==> config.mk <==
export PLATFORM = sky130hd
export DESIGN_NAME = vertex_chain_energy_core_flat
export DESIGN_NICKNAME = d
export VERILOG_FILES = /design/src/vce_pkg.sv /design/src/vce_if.sv /design/src/vertex_chain_energy_core.sv /design/src/vce_isqrt.sv /design/src/vce_dpath.sv /design/src/vce_ctrl.sv /design/src/flat_wrapper.sv
export SDC_FILE = /design/constraint.sdc
export NUM_CORES = 2
export LEC_CHECK = 0
export ABC_AREA = 1
export BUFFER_PORTS_ARGS = -buffer_cell sky130_fd_sc_hd__buf_2
export CELL_PAD_IN_SITES_DETAIL_PLACEMENT = 1
export CELL_PAD_IN_SITES_GLOBAL_PLACEMENT = 1
export CORE_ASPECT_RATIO = 0.8
export CORE_MARGIN = 2
export CORE_UTILIZATION = 46
export DETAILED_ROUTE_END_ITERATION = 10
export HOLD_SLACK_MARGIN = 0.08
export PLACE_DENSITY = 0.9
export REMOVE_ABC_BUFFERS = 1
export SLEW_MARGIN = 20
export SYNTH_ARGS = -nofsm -noshare
export SYNTH_HDL_FRONTEND = slang
export SYNTH_HIERARCHICAL = 1
export SYNTH_SLANG_ARGS = --single-unit
export TNS_END_PERCENT = 50
==> constraint.sdc <==
create_clock -name clk -period 21.5 [get_ports clk]
set_input_delay 1.075 -clock clk [delete_from_list [all_inputs] [get_ports clk]]
set_output_delay 1.075 -clock clk [all_outputs]
set_load 0.05 [all_outputs]
==> src/vce_pkg.sv <==
// ============================================================================
// vce_pkg: shared types, constants and microcode for the vertex chain energy core
// Holds datapath widths, controller/datapath command structs and the step table.
// ============================================================================
`default_nettype none

package vce_pkg;

    // Field widths
    localparam int COORD_W  = 16;
    localparam int DIFF_W   = COORD_W + 1;
    localparam int TENS_W   = 16;
    localparam int AREA_W   = 32;
    localparam int ENERGY_W = 48;
    localparam int CFG_IDX_W  = 3;
    localparam int CFG_DATA_W = 32;

    // Datapath widths
    localparam int RAD_W    = 50;
    localparam int ROOT_W   = RAD_W / 2;
    localparam int REM_W    = ROOT_W + 3;
    localparam int OPND_W   = 25;
    localparam int PROD_W   = 2 * OPND_W;
    localparam int ACC_W    = 90;
    localparam int MAG_W    = 36;
    localparam int HALF_W   = MAG_W / 2;
    localparam int SQ_W     = 2 * MAG_W;
    localparam int CHUNK_W  = SQ_W / 3;
    localparam int ESUM3_W  = 36;
    localparam int STEP_W   = 6;
    localparam int LAST_STEP = 35;

    localparam logic [ENERGY_W-1:0] MAX_ENERGY = {ENERGY_W{1'b1}};

    // Configuration register indexes
    typedef enum logic [CFG_IDX_W-1:0] {
        REG_APICAL_TENSION  = 3'd0,
        REG_BASAL_TENSION   = 3'd1,
        REG_LATERAL_TENSION = 3'd2,
        REG_AREA_STIFFNESS  = 3'd3,
        REG_TARGET_AREA     = 3'd4
    } cfg_reg_t;

    // Datapath operations (non-multiply)
    typedef enum logic [2:0] {
        OP_NOP,
        OP_ROOT,
        OP_EADD,
        OP_TGT,
        OP_ABS,
        OP_SQSAVE,
        OP_AADD,
        OP_LOADPREV
    } dp_op_t;

    // Emit is separate to keep the op field small
    typedef enum logic [3:0] {
        MUL_NONE,
        MUL_DXDX,
        MUL_DYDY,
        MUL_TROOT,
        MUL_UXVY,
        MUL_UYVX,
        MUL_LL,
        MUL_HL,
        MUL_HH,
        MUL_S0,
        MUL_S1,
        MUL_S2
    } mul_sel_t;

    typedef enum logic [1:0] {
        EDGE_APICAL,
        EDGE_BASAL,
        EDGE_LATERAL
    } edge_sel_t;

    typedef struct packed {
        dp_op_t    op;
        mul_sel_t  mul;
        edge_sel_t edge_sel;
        logic      emit;
    } cmd_t;

    typedef struct packed {
        logic root_done;
        logic have_prev;
        logic last;
        logic out_busy;
    } status_t;

    typedef enum logic [2:0] {
        S_IDLE,
        S_CHECK,
        S_RUN,
        S_ROOT,
        S_FIN,
        S_EMIT
    } state_t;

    function automatic cmd_t mk(input dp_op_t op, input mul_sel_t mul, input edge_sel_t e);
        cmd_t c;
        c.op       = op;
        c.mul      = mul;
        c.edge_sel = e;
        c.emit     = 1'b0;
        return c;
    endfunction

    // Step table: the apical, basal and lateral edge terms, then the area term
    function automatic cmd_t ucode(input logic [STEP_W-1:0] step);
        cmd_t c;
        c = mk(OP_NOP, MUL_NONE, EDGE_APICAL);
        unique case (step)
            6'd0:  c = mk(OP_NOP,    MUL_DXDX,  EDGE_APICAL);
            6'd1:  c = mk(OP_NOP,    MUL_DYDY,  EDGE_APICAL);
            6'd3:  c = mk(OP_ROOT,   MUL_NONE,  EDGE_APICAL);
            6'd4:  c = mk(OP_NOP,    MUL_TROOT, EDGE_APICAL);
            6'd6:  c = mk(OP_EADD,   MUL_NONE,  EDGE_APICAL);
            6'd7:  c = mk(OP_NOP,    MUL_DXDX,  EDGE_BASAL);
            6'd8:  c = mk(OP_NOP,    MUL_DYDY,  EDGE_BASAL);
            6'd10: c = mk(OP_ROOT,   MUL_NONE,  EDGE_BASAL);
            6'd11: c = mk(OP_NOP,    MUL_TROOT, EDGE_BASAL);
            6'd13: c = mk(OP_EADD,   MUL_NONE,  EDGE_BASAL);
            6'd14: c = mk(OP_NOP,    MUL_DXDX,  EDGE_LATERAL);
            6'd15: c = mk(OP_NOP,    MUL_DYDY,  EDGE_LATERAL);
            6'd17: c = mk(OP_ROOT,   MUL_NONE,  EDGE_LATERAL);
            6'd18: c = mk(OP_NOP,    MUL_TROOT, EDGE_LATERAL);
            6'd20: c = mk(OP_EADD,   MUL_NONE,  EDGE_LATERAL);
            6'd21: c = mk(OP_NOP,    MUL_UXVY,  EDGE_APICAL);
            6'd22: c = mk(OP_NOP,    MUL_UYVX,  EDGE_APICAL);
            6'd24: c = mk(OP_TGT,    MUL_NONE,  EDGE_APICAL);
            6'd25: c = mk(OP_ABS,    MUL_NONE,  EDGE_APICAL);
            6'd26: c = mk(OP_NOP,    MUL_LL,    EDGE_APICAL);
            6'd27: c = mk(OP_NOP,    MUL_HL,    EDGE_APICAL);
            6'd28: c = mk(OP_NOP,    MUL_HH,    EDGE_APICAL);
            6'd30: c = mk(OP_SQSAVE, MUL_NONE,  EDGE_APICAL);
            6'd31: c = mk(OP_NOP,    MUL_S0,    EDGE_APICAL);
            6'd32: c = mk(OP_NOP,    MUL_S1,    EDGE_APICAL);
            6'd33: c = mk(OP_NOP,    MUL_S2,    EDGE_APICAL);
            6'd35: c = mk(OP_AADD,   MUL_NONE,  EDGE_APICAL);
            default: c = mk(OP_NOP,  MUL_NONE,  EDGE_APICAL);
        endcase
        return c;
    endfunction

endpackage

`default_nettype wire

==> src/vce_if.sv <==
// ============================================================================
// vce_if: stream channels of the vertex chain energy core
// Input channel carries one vertex pair per beat, output channel one energy.
// ============================================================================
`default_nettype none

interface vce_in_if;
    logic                                valid;
    logic                                ready;
    logic signed [vce_pkg::COORD_W-1:0]  apex_x;
    logic signed [vce_pkg::COORD_W-1:0]  apex_y;
    logic signed [vce_pkg::COORD_W-1:0]  basal_x;
    logic signed [vce_pkg::COORD_W-1:0]  basal_y;
    logic                                last_pair;

    modport source (output valid, output apex_x, output apex_y, output basal_x,
                    output basal_y, output last_pair, input ready);
    modport sink   (input valid, input apex_x, input apex_y, input basal_x,
                    input basal_y, input last_pair, output ready);
endinterface

interface vce_out_if;
    logic                          valid;
    logic                          ready;
    logic [vce_pkg::ENERGY_W-1:0]  total_energy;
    logic                          saturated;

    modport source (output valid, output total_energy, output saturated, input ready);
    modport sink   (input valid, input total_energy, input saturated, output ready);
endinterface

`default_nettype wire

==> src/vertex_chain_energy_core.sv <==
// The energy is valid once a row's closing pair has passed the check, the
// 36 table steps with three root waits, the previous-pair load and the emit.
// One pair at a time: a pair closing a cell holds the input through the table
// walk, load and any emit; a row's first pair only through check, load and any emit.
// The result register lets the next pair in while an energy waits to be taken.
// Reset (rst_n, async low) restores register defaults and clears sums and state.
// ============================================================================
// vertex_chain_energy_core: energy of a row of quadrilateral cells
// Edge tension terms plus area stiffness term, summed per row, saturating.
// ============================================================================
`default_nettype none

module vertex_chain_energy_core (
    input  wire logic                            clk,
    input  wire logic                            rst_n,
    vce_in_if.sink                               in_ch,
    vce_out_if.source                            out_ch,
    input  wire logic                            cfg_we,
    input  wire logic [vce_pkg::CFG_IDX_W-1:0]   cfg_index,
    input  wire logic [vce_pkg::CFG_DATA_W-1:0]  cfg_data
);

    vce_pkg::cmd_t     cmd;
    vce_pkg::status_t  status;
    logic              in_ready;
    logic              in_accept;
    logic              out_take;

    assign in_ch.ready = in_ready;
    assign in_accept   = in_ch.valid & in_ready;
    assign out_take    = out_ch.valid & out_ch.ready;

    vce_ctrl u_ctrl (
        .clk      (clk),
        .rst_n    (rst_n),
        .in_valid (in_ch.valid),
        .in_ready (in_ready),
        .status   (status),
        .cmd      (cmd)
    );

    vce_dpath u_dpath (
        .clk       (clk),
        .rst_n     (rst_n),
        .cfg_we    (cfg_we),
        .cfg_index (cfg_index),
        .cfg_data  (cfg_data),
        .in_accept (in_accept),
        .in_ax     (in_ch.apex_x),
        .in_ay     (in_ch.apex_y),
        .in_bx     (in_ch.basal_x),
        .in_by     (in_ch.basal_y),
        .in_last   (in_ch.last_pair),
        .out_take  (out_take),
        .cmd       (cmd),
        .status    (status),
        .out_valid (out_ch.valid),
        .out_total (out_ch.total_energy),
        .out_sat   (out_ch.saturated)
    );

    // one pair in flight at a time
    a_one_in_flight: assert property (@(posedge clk) disable iff (!rst_n)
        in_accept |=> !in_ch.ready)
        else $error("pair accepted while previous pair still in work");

    // never overwrite a result that has not been taken
    a_emit_free: assert property (@(posedge clk) disable iff (!rst_n)
        cmd.emit |-> !status.out_busy)
        else $error("result emitted over pending beat");

    // root start must not coincide with a multiply being issued
    a_root_quiet: assert property (@(posedge clk) disable iff (!rst_n)
        (cmd.op == vce_pkg::OP_ROOT) |-> (cmd.mul == vce_pkg::MUL_NONE))
        else $error("root start overlaps a multiply");

endmodule

`default_nettype wire

==> src/vce_isqrt.sv <==
// ============================================================================
// vce_isqrt: digit-by-digit integer square root
// Restoring method, one result bit per cycle, floor of the root.
// ============================================================================
`default_nettype none

module vce_isqrt (
    input  wire logic                          clk,
    input  wire logic                          rst_n,
    input  wire logic                          start,
    input  wire logic [vce_pkg::RAD_W-1:0]     radicand,
    output logic                               done,
    output logic [vce_pkg::ROOT_W-1:0]         root
);

    localparam int CNT_W = $clog2(vce_pkg::ROOT_W + 1);

    logic [vce_pkg::RAD_W-1:0]  rad_reg,  rad_next;
    logic [vce_pkg::REM_W-1:0]  rem_reg,  rem_next;
    logic [vce_pkg::ROOT_W-1:0] root_reg, root_next;
    logic [CNT_W-1:0]           cnt_reg,  cnt_next;
    logic                       busy_reg, busy_next;
    logic                       done_reg, done_next;

    logic [vce_pkg::REM_W-1:0]  rem_sh;
    logic [vce_pkg::REM_W-1:0]  trial;

    // one digit per cycle
    always_comb
    begin
        rem_sh    = {rem_reg[vce_pkg::REM_W-3:0], rad_reg[vce_pkg::RAD_W-1 -: 2]};
        trial     = {{(vce_pkg::REM_W-vce_pkg::ROOT_W-2){1'b0}}, root_reg, 2'b01};
        rad_next  = rad_reg;
        rem_next  = rem_reg;
        root_next = root_reg;
        cnt_next  = cnt_reg;
        busy_next = busy_reg;
        done_next = done_reg;
        if (start)
        begin
            rad_next  = radicand;
            rem_next  = '0;
            root_next = '0;
            cnt_next  = CNT_W'(vce_pkg::ROOT_W);
            busy_next = 1'b1;
            done_next = 1'b0;
        end
        else if (busy_reg)
        begin
            rad_next = {rad_reg[vce_pkg::RAD_W-3:0], 2'b00};
            if (rem_sh >= trial)
            begin
                rem_next  = rem_sh - trial;
                root_next = {root_reg[vce_pkg::ROOT_W-2:0], 1'b1};
            end
            else
            begin
                rem_next  = rem_sh;
                root_next = {root_reg[vce_pkg::ROOT_W-2:0], 1'b0};
            end
            cnt_next = cnt_reg - 1'b1;
            if (cnt_reg == CNT_W'(1))
            begin
                busy_next = 1'b0;
                done_next = 1'b1;
            end
        end
    end

    always_ff @(posedge clk or negedge rst_n)
    begin
        if (!rst_n)
        begin
            busy_reg <= 1'b0;
            done_reg <= 1'b0;
            cnt_reg  <= '0;
        end
        else
        begin
            busy_reg <= busy_next;
            done_reg <= done_next;
            cnt_reg  <= cnt_next;
        end
    end

    always_ff @(posedge clk)
    begin
        rad_reg  <= rad_next;
        rem_reg  <= rem_next;
        root_reg <= root_next;
    end

    assign done = done_reg;
    assign root = root_reg;

endmodule

`default_nettype wire

==> src/vce_dpath.sv <==
// ============================================================================
// vce_dpath: datapath of the vertex chain energy core
// Config registers, vertex registers, shared multiplier, accumulator and sums.
// ============================================================================
`default_nettype none

module vce_dpath (
    input  wire logic                              clk,
    input  wire logic                              rst_n,
    input  wire logic                              cfg_we,
    input  wire logic [vce_pkg::CFG_IDX_W-1:0]     cfg_index,
    input  wire logic [vce_pkg::CFG_DATA_W-1:0]    cfg_data,
    input  wire logic                              in_accept,
    input  wire logic [vce_pkg::COORD_W-1:0]       in_ax,
    input  wire logic [vce_pkg::COORD_W-1:0]       in_ay,
    input  wire logic [vce_pkg::COORD_W-1:0]       in_bx,
    input  wire logic [vce_pkg::COORD_W-1:0]       in_by,
    input  wire logic                              in_last,
    input  wire logic                              out_take,
    input  wire vce_pkg::cmd_t                     cmd,
    output vce_pkg::status_t                       status,
    output logic                                   out_valid,
    output logic [vce_pkg::ENERGY_W-1:0]           out_total,
    output logic                                   out_sat
);

    localparam int DW = vce_pkg::DIFF_W;
    localparam int EW = vce_pkg::ENERGY_W;
    localparam int AW = vce_pkg::ACC_W;

    // configuration
    logic [vce_pkg::TENS_W-1:0] ten_a_reg, ten_b_reg, ten_l_reg, stiff_reg;
    logic [vce_pkg::AREA_W-1:0] target_reg;

    // vertex registers
    logic [vce_pkg::COORD_W-1:0] pax_reg, pay_reg, pbx_reg, pby_reg;
    logic [vce_pkg::COORD_W-1:0] cax_reg, cay_reg, cbx_reg, cby_reg;
    logic                        last_reg;
    logic                        have_prev_reg, have_prev_next;

    // multiplier pipeline and accumulator
    logic [vce_pkg::PROD_W-1:0]  prod_reg;
    vce_pkg::mul_sel_t           psel_reg;
    logic                        psign_reg;
    logic signed [AW-1:0]        acc_reg, acc_next;
    logic [vce_pkg::MAG_W-1:0]   m_reg;
    logic [vce_pkg::SQ_W-1:0]    sq_reg;

    // sums
    logic [vce_pkg::ESUM3_W-1:0] esum3_reg, esum3_next;
    logic [EW-1:0]               esum_reg, esum_next;
    logic [EW-1:0]               asum_reg, asum_next;
    logic                        ovf_reg, ovf_next;
    logic                        out_valid_reg, out_valid_next;
    logic [EW-1:0]               out_total_reg;
    logic                        out_sat_reg;

    // root unit
    logic                        root_done;
    logic [vce_pkg::ROOT_W-1:0]  root;

    // combinational
    logic signed [DW-1:0]        dx, dy, ux, uy, vx, vy;
    logic [vce_pkg::OPND_W-1:0]  opa, opb;
    logic                        osign;
    logic [vce_pkg::TENS_W-1:0]  tension;
    logic [5:0]                  pshift;
    logic [AW-1:0]               pval;
    logic signed [AW-1:0]        sval;
    logic signed [AW-1:0]        acc_mag;
    logic [AW-27:0]              term_raw;
    logic [EW-1:0]               term;
    logic [EW:0]                 esum_add, asum_add, tot_add;

    function automatic logic signed [DW-1:0] sx(input logic [vce_pkg::COORD_W-1:0] v);
        return {v[vce_pkg::COORD_W-1], v};
    endfunction

    function automatic logic [vce_pkg::OPND_W-1:0] mag(input logic signed [DW-1:0] d);
        logic [DW-1:0] a;
        a = d[DW-1] ? DW'(-d) : DW'(d);
        return vce_pkg::OPND_W'(a);
    endfunction

    // edge and area differences
    always_comb
    begin
        unique case (cmd.edge_sel)
            vce_pkg::EDGE_APICAL:
            begin
                dx = sx(cax_reg) - sx(pax_reg);
                dy = sx(cay_reg) - sx(pay_reg);
                tension = ten_a_reg;
            end
            vce_pkg::EDGE_BASAL:
            begin
                dx = sx(cbx_reg) - sx(pbx_reg);
                dy = sx(cby_reg) - sx(pby_reg);
                tension = ten_b_reg;
            end
            default:
            begin
                dx = sx(pax_reg) - sx(pbx_reg);
                dy = sx(pay_reg) - sx(pby_reg);
                tension = ten_l_reg;
            end
        endcase
        ux = sx(cbx_reg) - sx(pax_reg);
        uy = sx(cby_reg) - sx(pay_reg);
        vx = sx(cax_reg) - sx(pbx_reg);
        vy = sx(cay_reg) - sx(pby_reg);
    end

    // multiplier operand select
    always_comb
    begin
        opa   = '0;
        opb   = '0;
        osign = 1'b0;
        unique case (cmd.mul)
            vce_pkg::MUL_DXDX:  begin opa = mag(dx); opb = mag(dx); end
            vce_pkg::MUL_DYDY:  begin opa = mag(dy); opb = mag(dy); end
            vce_pkg::MUL_TROOT:
            begin
                opa = vce_pkg::OPND_W'(tension);
                opb = root;
            end
            vce_pkg::MUL_UXVY:
            begin
                opa = mag(ux); opb = mag(vy);
                osign = ux[DW-1] ^ vy[DW-1];
            end
            vce_pkg::MUL_UYVX:
            begin
                opa = mag(uy); opb = mag(vx);
                osign = ~(uy[DW-1] ^ vx[DW-1]);
            end
            vce_pkg::MUL_LL:
            begin
                opa = vce_pkg::OPND_W'(m_reg[vce_pkg::HALF_W-1:0]);
                opb = vce_pkg::OPND_W'(m_reg[vce_pkg::HALF_W-1:0]);
            end
            vce_pkg::MUL_HL:
            begin
                opa = vce_pkg::OPND_W'(m_reg[vce_pkg::MAG_W-1:vce_pkg::HALF_W]);
                opb = vce_pkg::OPND_W'(m_reg[vce_pkg::HALF_W-1:0]);
            end
            vce_pkg::MUL_HH:
            begin
                opa = vce_pkg::OPND_W'(m_reg[vce_pkg::MAG_W-1:vce_pkg::HALF_W]);
                opb = vce_pkg::OPND_W'(m_reg[vce_pkg::MAG_W-1:vce_pkg::HALF_W]);
            end
            vce_pkg::MUL_S0:
            begin
                opa = vce_pkg::OPND_W'(stiff_reg);
                opb = vce_pkg::OPND_W'(sq_reg[vce_pkg::CHUNK_W-1:0]);
            end
            vce_pkg::MUL_S1:
            begin
                opa = vce_pkg::OPND_W'(stiff_reg);
                opb = vce_pkg::OPND_W'(sq_reg[2*vce_pkg::CHUNK_W-1:vce_pkg::CHUNK_W]);
            end
            vce_pkg::MUL_S2:
            begin
                opa = vce_pkg::OPND_W'(stiff_reg);
                opb = vce_pkg::OPND_W'(sq_reg[3*vce_pkg::CHUNK_W-1:2*vce_pkg::CHUNK_W]);
            end
            default: ;
        endcase
    end

    // accumulate stage: weight of each partial product
    always_comb
    begin
        unique case (psel_reg)
            vce_pkg::MUL_HL: pshift = 6'(vce_pkg::HALF_W + 1);
            vce_pkg::MUL_HH: pshift = 6'(2 * vce_pkg::HALF_W);
            vce_pkg::MUL_S1: pshift = 6'(vce_pkg::CHUNK_W);
            vce_pkg::MUL_S2: pshift = 6'(2 * vce_pkg::CHUNK_W);
            default:         pshift = 6'd0;
        endcase
        pval = AW'(prod_reg) << pshift;
        sval = psign_reg ? -$signed(pval) : $signed(pval);
    end

    // accumulator and scalar updates
    always_comb
    begin
        acc_next   = acc_reg;
        esum3_next = esum3_reg;
        esum_next  = esum_reg;
        asum_next  = asum_reg;
        ovf_next   = ovf_reg;
        have_prev_next = have_prev_reg;
        out_valid_next = out_valid_reg;
        acc_mag    = acc_reg[AW-1] ? -acc_reg : acc_reg;
        term_raw   = acc_reg[AW-1:26];
        term       = (|term_raw[AW-27:EW]) ? vce_pkg::MAX_ENERGY : term_raw[EW-1:0];
        esum_add   = {1'b0, esum_reg} + (EW+1)'(esum3_reg);
        asum_add   = {1'b0, asum_reg} + {1'b0, term};
        tot_add    = {1'b0, esum_reg} + {1'b0, asum_reg};

        unique case (psel_reg)
            vce_pkg::MUL_NONE: ;
            vce_pkg::MUL_DXDX, vce_pkg::MUL_TROOT, vce_pkg::MUL_UXVY,
            vce_pkg::MUL_LL, vce_pkg::MUL_S0:
                acc_next = sval;
            default:
                acc_next = acc_reg + sval;
        endcase

        unique case (cmd.op)
            vce_pkg::OP_TGT:
                acc_next = acc_reg - $signed(AW'({target_reg, 1'b0}));
            vce_pkg::OP_EADD:
                esum3_next = esum3_reg + acc_reg[vce_pkg::ESUM3_W+7:8];
            vce_pkg::OP_AADD:
            begin
                esum3_next = '0;
                if (esum_add[EW])
                begin
                    esum_next = vce_pkg::MAX_ENERGY;
                    ovf_next  = 1'b1;
                end
                else
                    esum_next = esum_add[EW-1:0];
                if (asum_add[EW])
                begin
                    asum_next = vce_pkg::MAX_ENERGY;
                    ovf_next  = 1'b1;
                end
                else
                    asum_next = asum_add[EW-1:0];
                if (|term_raw[AW-27:EW])
                    ovf_next = 1'b1;
            end
            vce_pkg::OP_LOADPREV:
                have_prev_next = 1'b1;
            default: ;
        endcase

        if (cmd.emit)
        begin
            out_valid_next = 1'b1;
            esum_next      = '0;
            asum_next      = '0;
            ovf_next       = 1'b0;
            have_prev_next = 1'b0;
        end
        else if (out_take)
            out_valid_next = 1'b0;
    end

    // control state
    always_ff @(posedge clk or negedge rst_n)
    begin
        if (!rst_n)
        begin
            ten_a_reg     <= 16'd256;
            ten_b_reg     <= 16'd256;
            ten_l_reg     <= 16'd256;
            stiff_reg     <= 16'd256;
            target_reg    <= 32'd65536;
            pax_reg       <= '0;
            pay_reg       <= '0;
            pbx_reg       <= '0;
            pby_reg       <= '0;
            have_prev_reg <= 1'b0;
            psel_reg      <= vce_pkg::MUL_NONE;
            esum3_reg     <= '0;
            esum_reg      <= '0;
            asum_reg      <= '0;
            ovf_reg       <= 1'b0;
            out_valid_reg <= 1'b0;
        end
        else
        begin
            if (cfg_we)
            begin
                unique case (cfg_index)
                    vce_pkg::REG_APICAL_TENSION:  ten_a_reg  <= cfg_data[15:0];
                    vce_pkg::REG_BASAL_TENSION:   ten_b_reg  <= cfg_data[15:0];
                    vce_pkg::REG_LATERAL_TENSION: ten_l_reg  <= cfg_data[15:0];
                    vce_pkg::REG_AREA_STIFFNESS:  stiff_reg  <= cfg_data[15:0];
                    vce_pkg::REG_TARGET_AREA:     target_reg <= cfg_data;
                    default: ;
                endcase
            end
            if (cmd.op == vce_pkg::OP_LOADPREV)
            begin
                pax_reg <= cax_reg;
                pay_reg <= cay_reg;
                pbx_reg <= cbx_reg;
                pby_reg <= cby_reg;
            end
            have_prev_reg <= have_prev_next;
            psel_reg      <= cmd.mul;
            esum3_reg     <= esum3_next;
            esum_reg      <= esum_next;
            asum_reg      <= asum_next;
            ovf_reg       <= ovf_next;
            out_valid_reg <= out_valid_next;
        end
    end

    // payload registers
    always_ff @(posedge clk)
    begin
        if (in_accept)
        begin
            cax_reg  <= in_ax;
            cay_reg  <= in_ay;
            cbx_reg  <= in_bx;
            cby_reg  <= in_by;
            last_reg <= in_last;
        end
        prod_reg  <= opa * opb;
        psign_reg <= osign;
        acc_reg   <= acc_next;
        if (cmd.op == vce_pkg::OP_ABS)
            m_reg <= acc_mag[vce_pkg::MAG_W-1:0];
        if (cmd.op == vce_pkg::OP_SQSAVE)
            sq_reg <= acc_reg[vce_pkg::SQ_W-1:0];
        if (cmd.emit)
        begin
            out_total_reg <= tot_add[EW] ? vce_pkg::MAX_ENERGY : tot_add[EW-1:0];
            out_sat_reg   <= ovf_reg | tot_add[EW];
        end
    end

    vce_isqrt u_isqrt (
        .clk      (clk),
        .rst_n    (rst_n),
        .start    (cmd.op == vce_pkg::OP_ROOT),
        .radicand ({acc_reg[vce_pkg::RAD_W-17:0], 16'h0000}),
        .done     (root_done),
        .root     (root)
    );

    assign status.root_done = root_done;
    assign status.have_prev = have_prev_reg;
    assign status.last      = last_reg;
    assign status.out_busy  = out_valid_reg;
    assign out_valid = out_valid_reg;
    assign out_total = out_total_reg;
    assign out_sat   = out_sat_reg;

endmodule

`default_nettype wire

==> src/vce_ctrl.sv <==
// ============================================================================
// vce_ctrl: controller of the vertex chain energy core
// Walks the step table for each pair that has a previous pair, waits on the root unit, emits results.
// ============================================================================
`default_nettype none

module vce_ctrl (
    input  wire logic              clk,
    input  wire logic              rst_n,
    input  wire logic              in_valid,
    output logic                   in_ready,
    input  wire vce_pkg::status_t  status,
    output vce_pkg::cmd_t          cmd
);

    vce_pkg::state_t              state_reg, state_next;
    logic [vce_pkg::STEP_W-1:0]   step_reg,  step_next;

    // next state and commands
    always_comb
    begin
        state_next = state_reg;
        step_next  = step_reg;
        in_ready   = 1'b0;
        cmd        = vce_pkg::mk(vce_pkg::OP_NOP, vce_pkg::MUL_NONE, vce_pkg::EDGE_APICAL);
        unique case (state_reg)
            vce_pkg::S_IDLE:
            begin
                in_ready = 1'b1;
                if (in_valid)
                    state_next = vce_pkg::S_CHECK;
            end
            vce_pkg::S_CHECK:
            begin
                step_next  = '0;
                state_next = status.have_prev ? vce_pkg::S_RUN : vce_pkg::S_FIN;
            end
            vce_pkg::S_RUN:
            begin
                cmd       = vce_pkg::ucode(step_reg);
                step_next = step_reg + 1'b1;
                if (cmd.op == vce_pkg::OP_ROOT)
                    state_next = vce_pkg::S_ROOT;
                else if (step_reg == vce_pkg::STEP_W'(vce_pkg::LAST_STEP))
                    state_next = vce_pkg::S_FIN;
            end
            vce_pkg::S_ROOT:
            begin
                if (status.root_done)
                    state_next = vce_pkg::S_RUN;
            end
            vce_pkg::S_FIN:
            begin
                cmd = vce_pkg::mk(vce_pkg::OP_LOADPREV, vce_pkg::MUL_NONE,
                                  vce_pkg::EDGE_APICAL);
                state_next = status.last ? vce_pkg::S_EMIT : vce_pkg::S_IDLE;
            end
            vce_pkg::S_EMIT:
            begin
                if (!status.out_busy)
                begin
                    cmd.emit   = 1'b1;
                    state_next = vce_pkg::S_IDLE;
                end
            end
            default: state_next = vce_pkg::S_IDLE;
        endcase
    end

    always_ff @(posedge clk or negedge rst_n)
    begin
        if (!rst_n)
        begin
            state_reg <= vce_pkg::S_IDLE;
            step_reg  <= '0;
        end
        else
        begin
            state_reg <= state_next;
            step_reg  <= step_next;
        end
    end

endmodule

`default_nettype wire
==> src/flat_wrapper.sv <==
// flat-port wrapper written by rule: the top's interface ports become plain ports
module vertex_chain_energy_core_flat 
  (clk, rst_n, cfg_we, cfg_index, cfg_data, in_ch_valid, in_ch_apex_x, in_ch_apex_y, in_ch_basal_x, in_ch_basal_y, in_ch_last_pair, in_ch_ready, out_ch_valid, out_ch_total_energy, out_ch_saturated, out_ch_ready);
  vce_in_if in_ch_i ();
  vce_out_if out_ch_i ();
  input  wire logic clk;
  input  wire logic rst_n;
  input  wire logic cfg_we;
  input  wire logic [vce_pkg::CFG_IDX_W-1:0] cfg_index;
  input  wire logic [vce_pkg::CFG_DATA_W-1:0] cfg_data;
  input wire logic [$bits(in_ch_i.valid)-1:0] in_ch_valid;
  input wire logic [$bits(in_ch_i.apex_x)-1:0] in_ch_apex_x;
  input wire logic [$bits(in_ch_i.apex_y)-1:0] in_ch_apex_y;
  input wire logic [$bits(in_ch_i.basal_x)-1:0] in_ch_basal_x;
  input wire logic [$bits(in_ch_i.basal_y)-1:0] in_ch_basal_y;
  input wire logic [$bits(in_ch_i.last_pair)-1:0] in_ch_last_pair;
  output wire logic [$bits(in_ch_i.ready)-1:0] in_ch_ready;
  output wire logic [$bits(out_ch_i.valid)-1:0] out_ch_valid;
  output wire logic [$bits(out_ch_i.total_energy)-1:0] out_ch_total_energy;
  output wire logic [$bits(out_ch_i.saturated)-1:0] out_ch_saturated;
  input wire logic [$bits(out_ch_i.ready)-1:0] out_ch_ready;
  assign in_ch_i.valid = in_ch_valid;
  assign in_ch_i.apex_x = in_ch_apex_x;
  assign in_ch_i.apex_y = in_ch_apex_y;
  assign in_ch_i.basal_x = in_ch_basal_x;
  assign in_ch_i.basal_y = in_ch_basal_y;
  assign in_ch_i.last_pair = in_ch_last_pair;
  assign in_ch_ready = in_ch_i.ready;
  assign out_ch_valid = out_ch_i.valid;
  assign out_ch_total_energy = out_ch_i.total_energy;
  assign out_ch_saturated = out_ch_i.saturated;
  assign out_ch_i.ready = out_ch_ready;
  vertex_chain_energy_core u_core (.clk(clk), .rst_n(rst_n), .in_ch(in_ch_i), .out_ch(out_ch_i), .cfg_we(cfg_we), .cfg_index(cfg_index), .cfg_data(cfg_data));
endmodule
After elaboration in Yosys (flattened, before gate mapping)
Memories as Yosys holds them, arrays and structs flattened.
Cells that the tools add are included.
- register bits after elaboration: 763
- latch bits: 0
- memory bits (writable): 0
- memory bits (read-only): 576
- bits of input ports: 105
- memories: 1
- memories (memory ; words ; bits a word ; read ports ; clocked after Yosys merged registers in ; wr ports ; RTL line ; RTL):
    (name not given) ; 64 ; 9 ; 1 ; 0 ; 0 ; vce_pkg.sv:114 ; unique case (step)
- add/subtract/negate cells: 27
- multiply operators: 1
- div/mod/pow operators: 0
- order comparisons: 1
- eq/ne operators: 45
- shift-type cells: 1
- mux-type cells: 60
- bitwise gates (word level): 6
- reductions and logical operators: 25
- operators by type and width (operator ; count):
    $mux W48 ; 7
    $pmux W25 S10 ; 1
    $mux W90 ; 2
    $pmux W90 S2 ; 1
    $sub A16 B16 Y17 ; 10
    $pmux W18 S8 ; 1
    $mux W17 ; 6
    $neg A17 Y17 ; 6
    $mux W50 ; 2
    $add A48 B48 Y49 ; 2
    $add A90 B90 Y90 ; 1
    $neg A90 Y90 ; 1
    $shl A50 B6 Y90 ; 1
    $sub A90 B34 Y90 ; 1
    $pmux W36 S2 ; 1
    $pmux W17 S2 ; 2
    $mul A25 B25 Y50 ; 1
    $add A48 B36 Y49 ; 1
    $add A36 B36 Y36 ; 1
    $mux W36 ; 1
    $neg A36 Y36 ; 1
    $eq A4 B4 Y1 const B ; 8
    $pmux W16 S2 ; 1
    $eq A4 B3 Y1 const B ; 7
    39 further kinds ; 100

Longest topological paths before layout
- word-level depth: 9
- depth in mapped cells: 64
- mapped depth without buffers: 61

Modules after synthesis
Netlist, hierarchy kept.
- modules (own cells, without submodules) (module ; instances ; cells each ; area each (µm²)):
    vce_dpath ; 1 ; 11614 ; 78029.8
    vce_isqrt ; 1 ; 917 ; 6384.9
    vce_ctrl ; 1 ; 158 ; 1018.5
    vertex_chain_energy_core ; 1 ; 4 ; 15.0

Worst setup path after synthesis
Ideal clock, no wire load.
- path type: register to register
- start point: reg u_core/u_ctrl/step_reg[1] (netlist bit)
- end point: reg u_core/u_dpath/prod_reg[41] (netlist bit)
- setup time: 72 ps
- arrival: 10524 ps
- data required time: 21428 ps
- slack: 10904 ps
- cell stages (with the launch flop): 60
- path buffers: 5
- clock period less this slack: 10596 ps
- cells stage by stage: dfrtp_1 > inv_1 > ha_1 > nand2_1 > nand2_2 > o22ai_1 > nor4_1 > inv_1 > nor2_1 > clkbuf_1 > clkbuf_1 > clkbuf_1 > o21ai_0 > ha_1 > fa_1 > inv_1 > nand3_1 > nand2_1 > [24 not listed] > fa_1 > inv_1 > fa_1 > inv_1 > ha_1 > nand2_1 > nor2_1 > inv_1 > nor2_1 > inv_1 > nor4_1 > a21oi_1 > o21ai_0 > a21boi_0 > o21bai_1 > nand2_1 > nand2_1 > xor2_1
- RTL lines (element ; RTL line ; RTL):
    from (decl) ; vce_ctrl.sv:17 ; logic [vce_pkg::STEP_W-1:0] step_reg, step_next;
    from (signal assigned) ; vce_ctrl.sv:80 ; step_reg <= step_next;
    to (signal assigned) ; vce_dpath.sv:317 ; prod_reg <= opa * opb;
    to (decl) ; vce_dpath.sv:42 ; logic [vce_pkg::PROD_W-1:0] prod_reg;

==> run_results.csv <==
group,metric,value,unit
status,status,"completed",
placed_design,port_buffers,155,
clock_tree,cts_hold_buf,0,
final_layout,final-seq-area,0.0207,mm2
clock_tree,cts_resized,0,
grt,track_usage,42.3,%
yosys,synth_cell_types,73,
timing,setup_viol,0,
floorplanning,row_count,141,
timing,max_slew_margin,13.6,%
power,leakagePower,46.9,nW
yosys,syn_area,0.0854,mm2
floorplanning,ios,156,
final_layout,fin_nets,13855,
timing,period_minus_slack,13.54,ns
placed_design,post_dp_cell_area,0.0891,mm2
floorplanning,die_w,486,um
floorplanning,die_area,0.189,mm2
final_layout,multi_input_area,0.0561,mm2
worst_setup_path,critical_path.top_delay_family,"adder cells",
worst_setup_path,worstPathArrival,14.13,ns
clock_tree,clk_pin_slew_worst_paths,0.07,ns
grt,grt_pass1_vias,94057,
final_layout,final_cell_count_no_fill,15298,
floorplanning,initial_core_util,46.3,%
final_layout,fillers,24469,
worst_setup_path,max_stage_delay,0.88,ns
yosys,ys_seq_elements,775,
grt,gr-total-overflow,0,
worst_setup_path,worstSetupEndpointType,"flip-flop",
grt,grt_pass1_wl,608,mm
worst_setup_path,path_class,"reg2reg",
timing,setup_tns,0,ns
route,postRouteAntennaNets,0,
yosys,ys.flop_type,"edfxtp_1",
final_layout,largest_register_ffs,90,
clock_tree,clock-sinks,775,
worst_setup_path,cp_num_buf_inv,14,
yosys,synth_edf_count,362,
worst_setup_path,path_common_cell,"nand2_1",
timing,drv_slew,0,
yosys,async_flop_share,40.6,%
route,routed_via_density,6.13,
timing,rsz0062_at_grt,"false",
worst_setup_path,critPathLaunchType,"flip-flop",
route,drt_iter0_drc,10929,
route,drt_pass1_iterations,6,
timing,hold_viol_final,0,
yosys,avgSynthCellArea,6.73,um2
timing,period_share,63.0,%
power,vdd_ir_drop_max,0.234,mV
final_layout,stdcell_area,0.0924,mm2
clock_tree,cts_htree_levels,3,
flow_run,maxCapViolCount,0,
placed_design,dp.cells,15114,
timing,clock_skew,0.0978,ns
route,wirelength,409,mm
placed_design,detailedPlacementHpwl,331,mm
floorplanning,core,0.185,mm2
final_layout,drive_gt1_share,5.36,%
placed_design,gp_congestion,1.02,
clock_tree,cts_tree,"yes",
worst_setup_path,crit_path_top_delay_cell,"clkinv_1",
clock_tree,root_buffer,"clkbuf_16",
route,drcViolationCount,0,
clock_tree,cts_setup_buffers,0,
timing,tightestPinTransition,1.28,ns
worst_setup_path,cp_max_fo,77,
grt,grt_max_degree,117,
grt,antenna_found_initial,21,
yosys,ys_seq_area_share,24.2,%
worst_setup_path,cp.required,22.09,ns
clock_tree,cts_made_buffers,92,
min_path,hold_path_class,"in2async",
route,wire_per_inst,26.7,um
yosys,netlist_instances,12693,
final_layout,post-route-util,50.0,%
clock_tree,worstSkewPairLatency,0.80,ns
clock_tree,cts_buffer_depth,3,
yosys,yosys_warnings,6,
route,via_count,93798,
floorplanning,die_h,389,um
power,powerDensity,116,mW/mm2
final_layout,syn_to_final_growth,8.09,%
timing,fmax,73.9,MHz
-- cell usage after synthesis, drive strengths merged (6+ instances only) --
master      n  area share [%]
nor4       36            0.26
edfxtp    362              13
a31o        9           0.092
o221ai      6           0.061
o2111ai    14            0.14
ha        587             8.6
a21boi     38            0.33
nand3b     37            0.33
o211ai     33            0.29
a22oi      13            0.12
and2        9           0.066
or2        91            0.67
xnor2      97            0.99
nand3     962             5.8
a21o       56            0.49
a221oi     24            0.25
a21oi     862             5.1
nand2    3336              15
nor2     1339             6.0
o31ai      21            0.18
nand4     161             1.2
o21a       54            0.47
nor3      131            0.78
buf       122            0.80
dfrtp     310             9.1
o21bai     48            0.43
o21ai     750             4.4
o22ai      35            0.26
a211oi     14            0.12
fa        383             9.0
and3        6           0.044
a31oi     140             1.0
xor2      260             2.7
clkbuf    197            0.87
dfxtp      98             2.3
inv      1982             8.7
a22o       29            0.30
clkinv     15           0.066
-- metrics by stage --
step / hold WS [ns] / total power (W) / setup WS [ns]
finish: 0.193 / 0.0107 / 7.96
global route: 0.225 / 0.0114 / 7.09
CTS: 0.174 / 0.0105 / 8.21
detailed placement: 0.470 / 0.00870 / 8.45
global placement: 0.453 / 0.00840 / 8.70
floorplan: 0.440 / 0.00648 / 9.22
-- kinds of logic after synthesis --
| kind of cell | count (synthesis) | synth area share, % |
|---|---|---|
| AND/OR/NAND/NOR | 6113 | 29.9 |
| buffers and inverters | 2316 | 10.4 |
| AO/OA/AOI/OAI | 2160 | 14.2 |
| adder cells (fa/ha/maj) | 970 | 17.6 |
| flip-flops | 775 | 24.2 |
| XOR/XNOR | 357 | 3.66 |
| other | 2 | 0.00879 |
-- worst reg2reg max path: cells and delay by family (launching register included) --
kind / cells / cell delay, ns
compound gates: 11 / 2.50
fa+ha+maj: 9 / 4.16
simple gates: 22 / 3.19
xor+xnor: 1 / 0.16
flops: 1 / 0.44
buf+inv: 14 / 2.90
-- placed cells by master (no fill, tap or decap), types with 121 or more instances in the layout --
| cell type | instances |
|---|---|
| buf_4 | 123 |
| xor2_1 | 260 |
| a21oi_1 | 860 |
| o21ai_0 | 728 |
| nand4_1 | 161 |
| nand3_1 | 942 |
| dfrtp_1 | 310 |
| nor2_1 | 1302 |
| buf_2 | 155 |
| fa_1 | 383 |
| inv_1 | 1943 |
| edfxtp_1 | 362 |
| nor3_1 | 121 |
| nand2_1 | 3307 |
| ha_1 | 587 |
| a31oi_1 | 138 |
-- worst paths after layout --
check	start	endpoint	slack [ns]	depth (start not counted)
min in group clk	in_ch_apex_x[2]	u_core/u_dpath/cax_reg[2]	0.46	1
max reg2reg	u_core/u_ctrl/step_reg[1]	u_core/u_dpath/prod_reg[41]	7.96	57
max	u_core/u_ctrl/step_reg[1]	u_core/u_dpath/prod_reg[41]	7.96	57
min	rst_n	u_core/u_dpath/pax_reg[11]	0.19	1
min reg2reg	u_core/u_dpath/u_isqrt/rem_reg[0]	u_core/u_dpath/u_isqrt/rem_reg[0]	0.48	2
max in group asynchronous	rst_n	u_core/u_dpath/esum3_reg[32]	19.20	3
-- report_power, final --
| part | switching, W | internal (W) |
|---|---|---|
| combinational | 0.00463 | 0.00188 |
| sequential | 0.000467 | 0.00205 |
| clock | 0.000757 | 0.000945 |
-- per-layer routing --
metal | global-route usage (%) | up-vias | share of wire, %
li1 | - | 41406 | -
met1 | 60.2 | 46452 | 43
met2 | 61.8 | 5025 | 41
met3 | 10.6 | 887 | 12
met4 | 14.9 | 28 | 4.1
met5 | 0 | - | 0.048
-- layout make-up --
cell class	instances	area share [%]
diodes	8	0.0217
clock inverters	58	0.749
repair buffers	283	1.90
multi-input cells	9631	60.7
clock buffers	115	2.74
flip-flops and latches	775	22.4
inverters	1997	8.12
well taps	2431	3.29
Power figures use the tool's default switching activity.
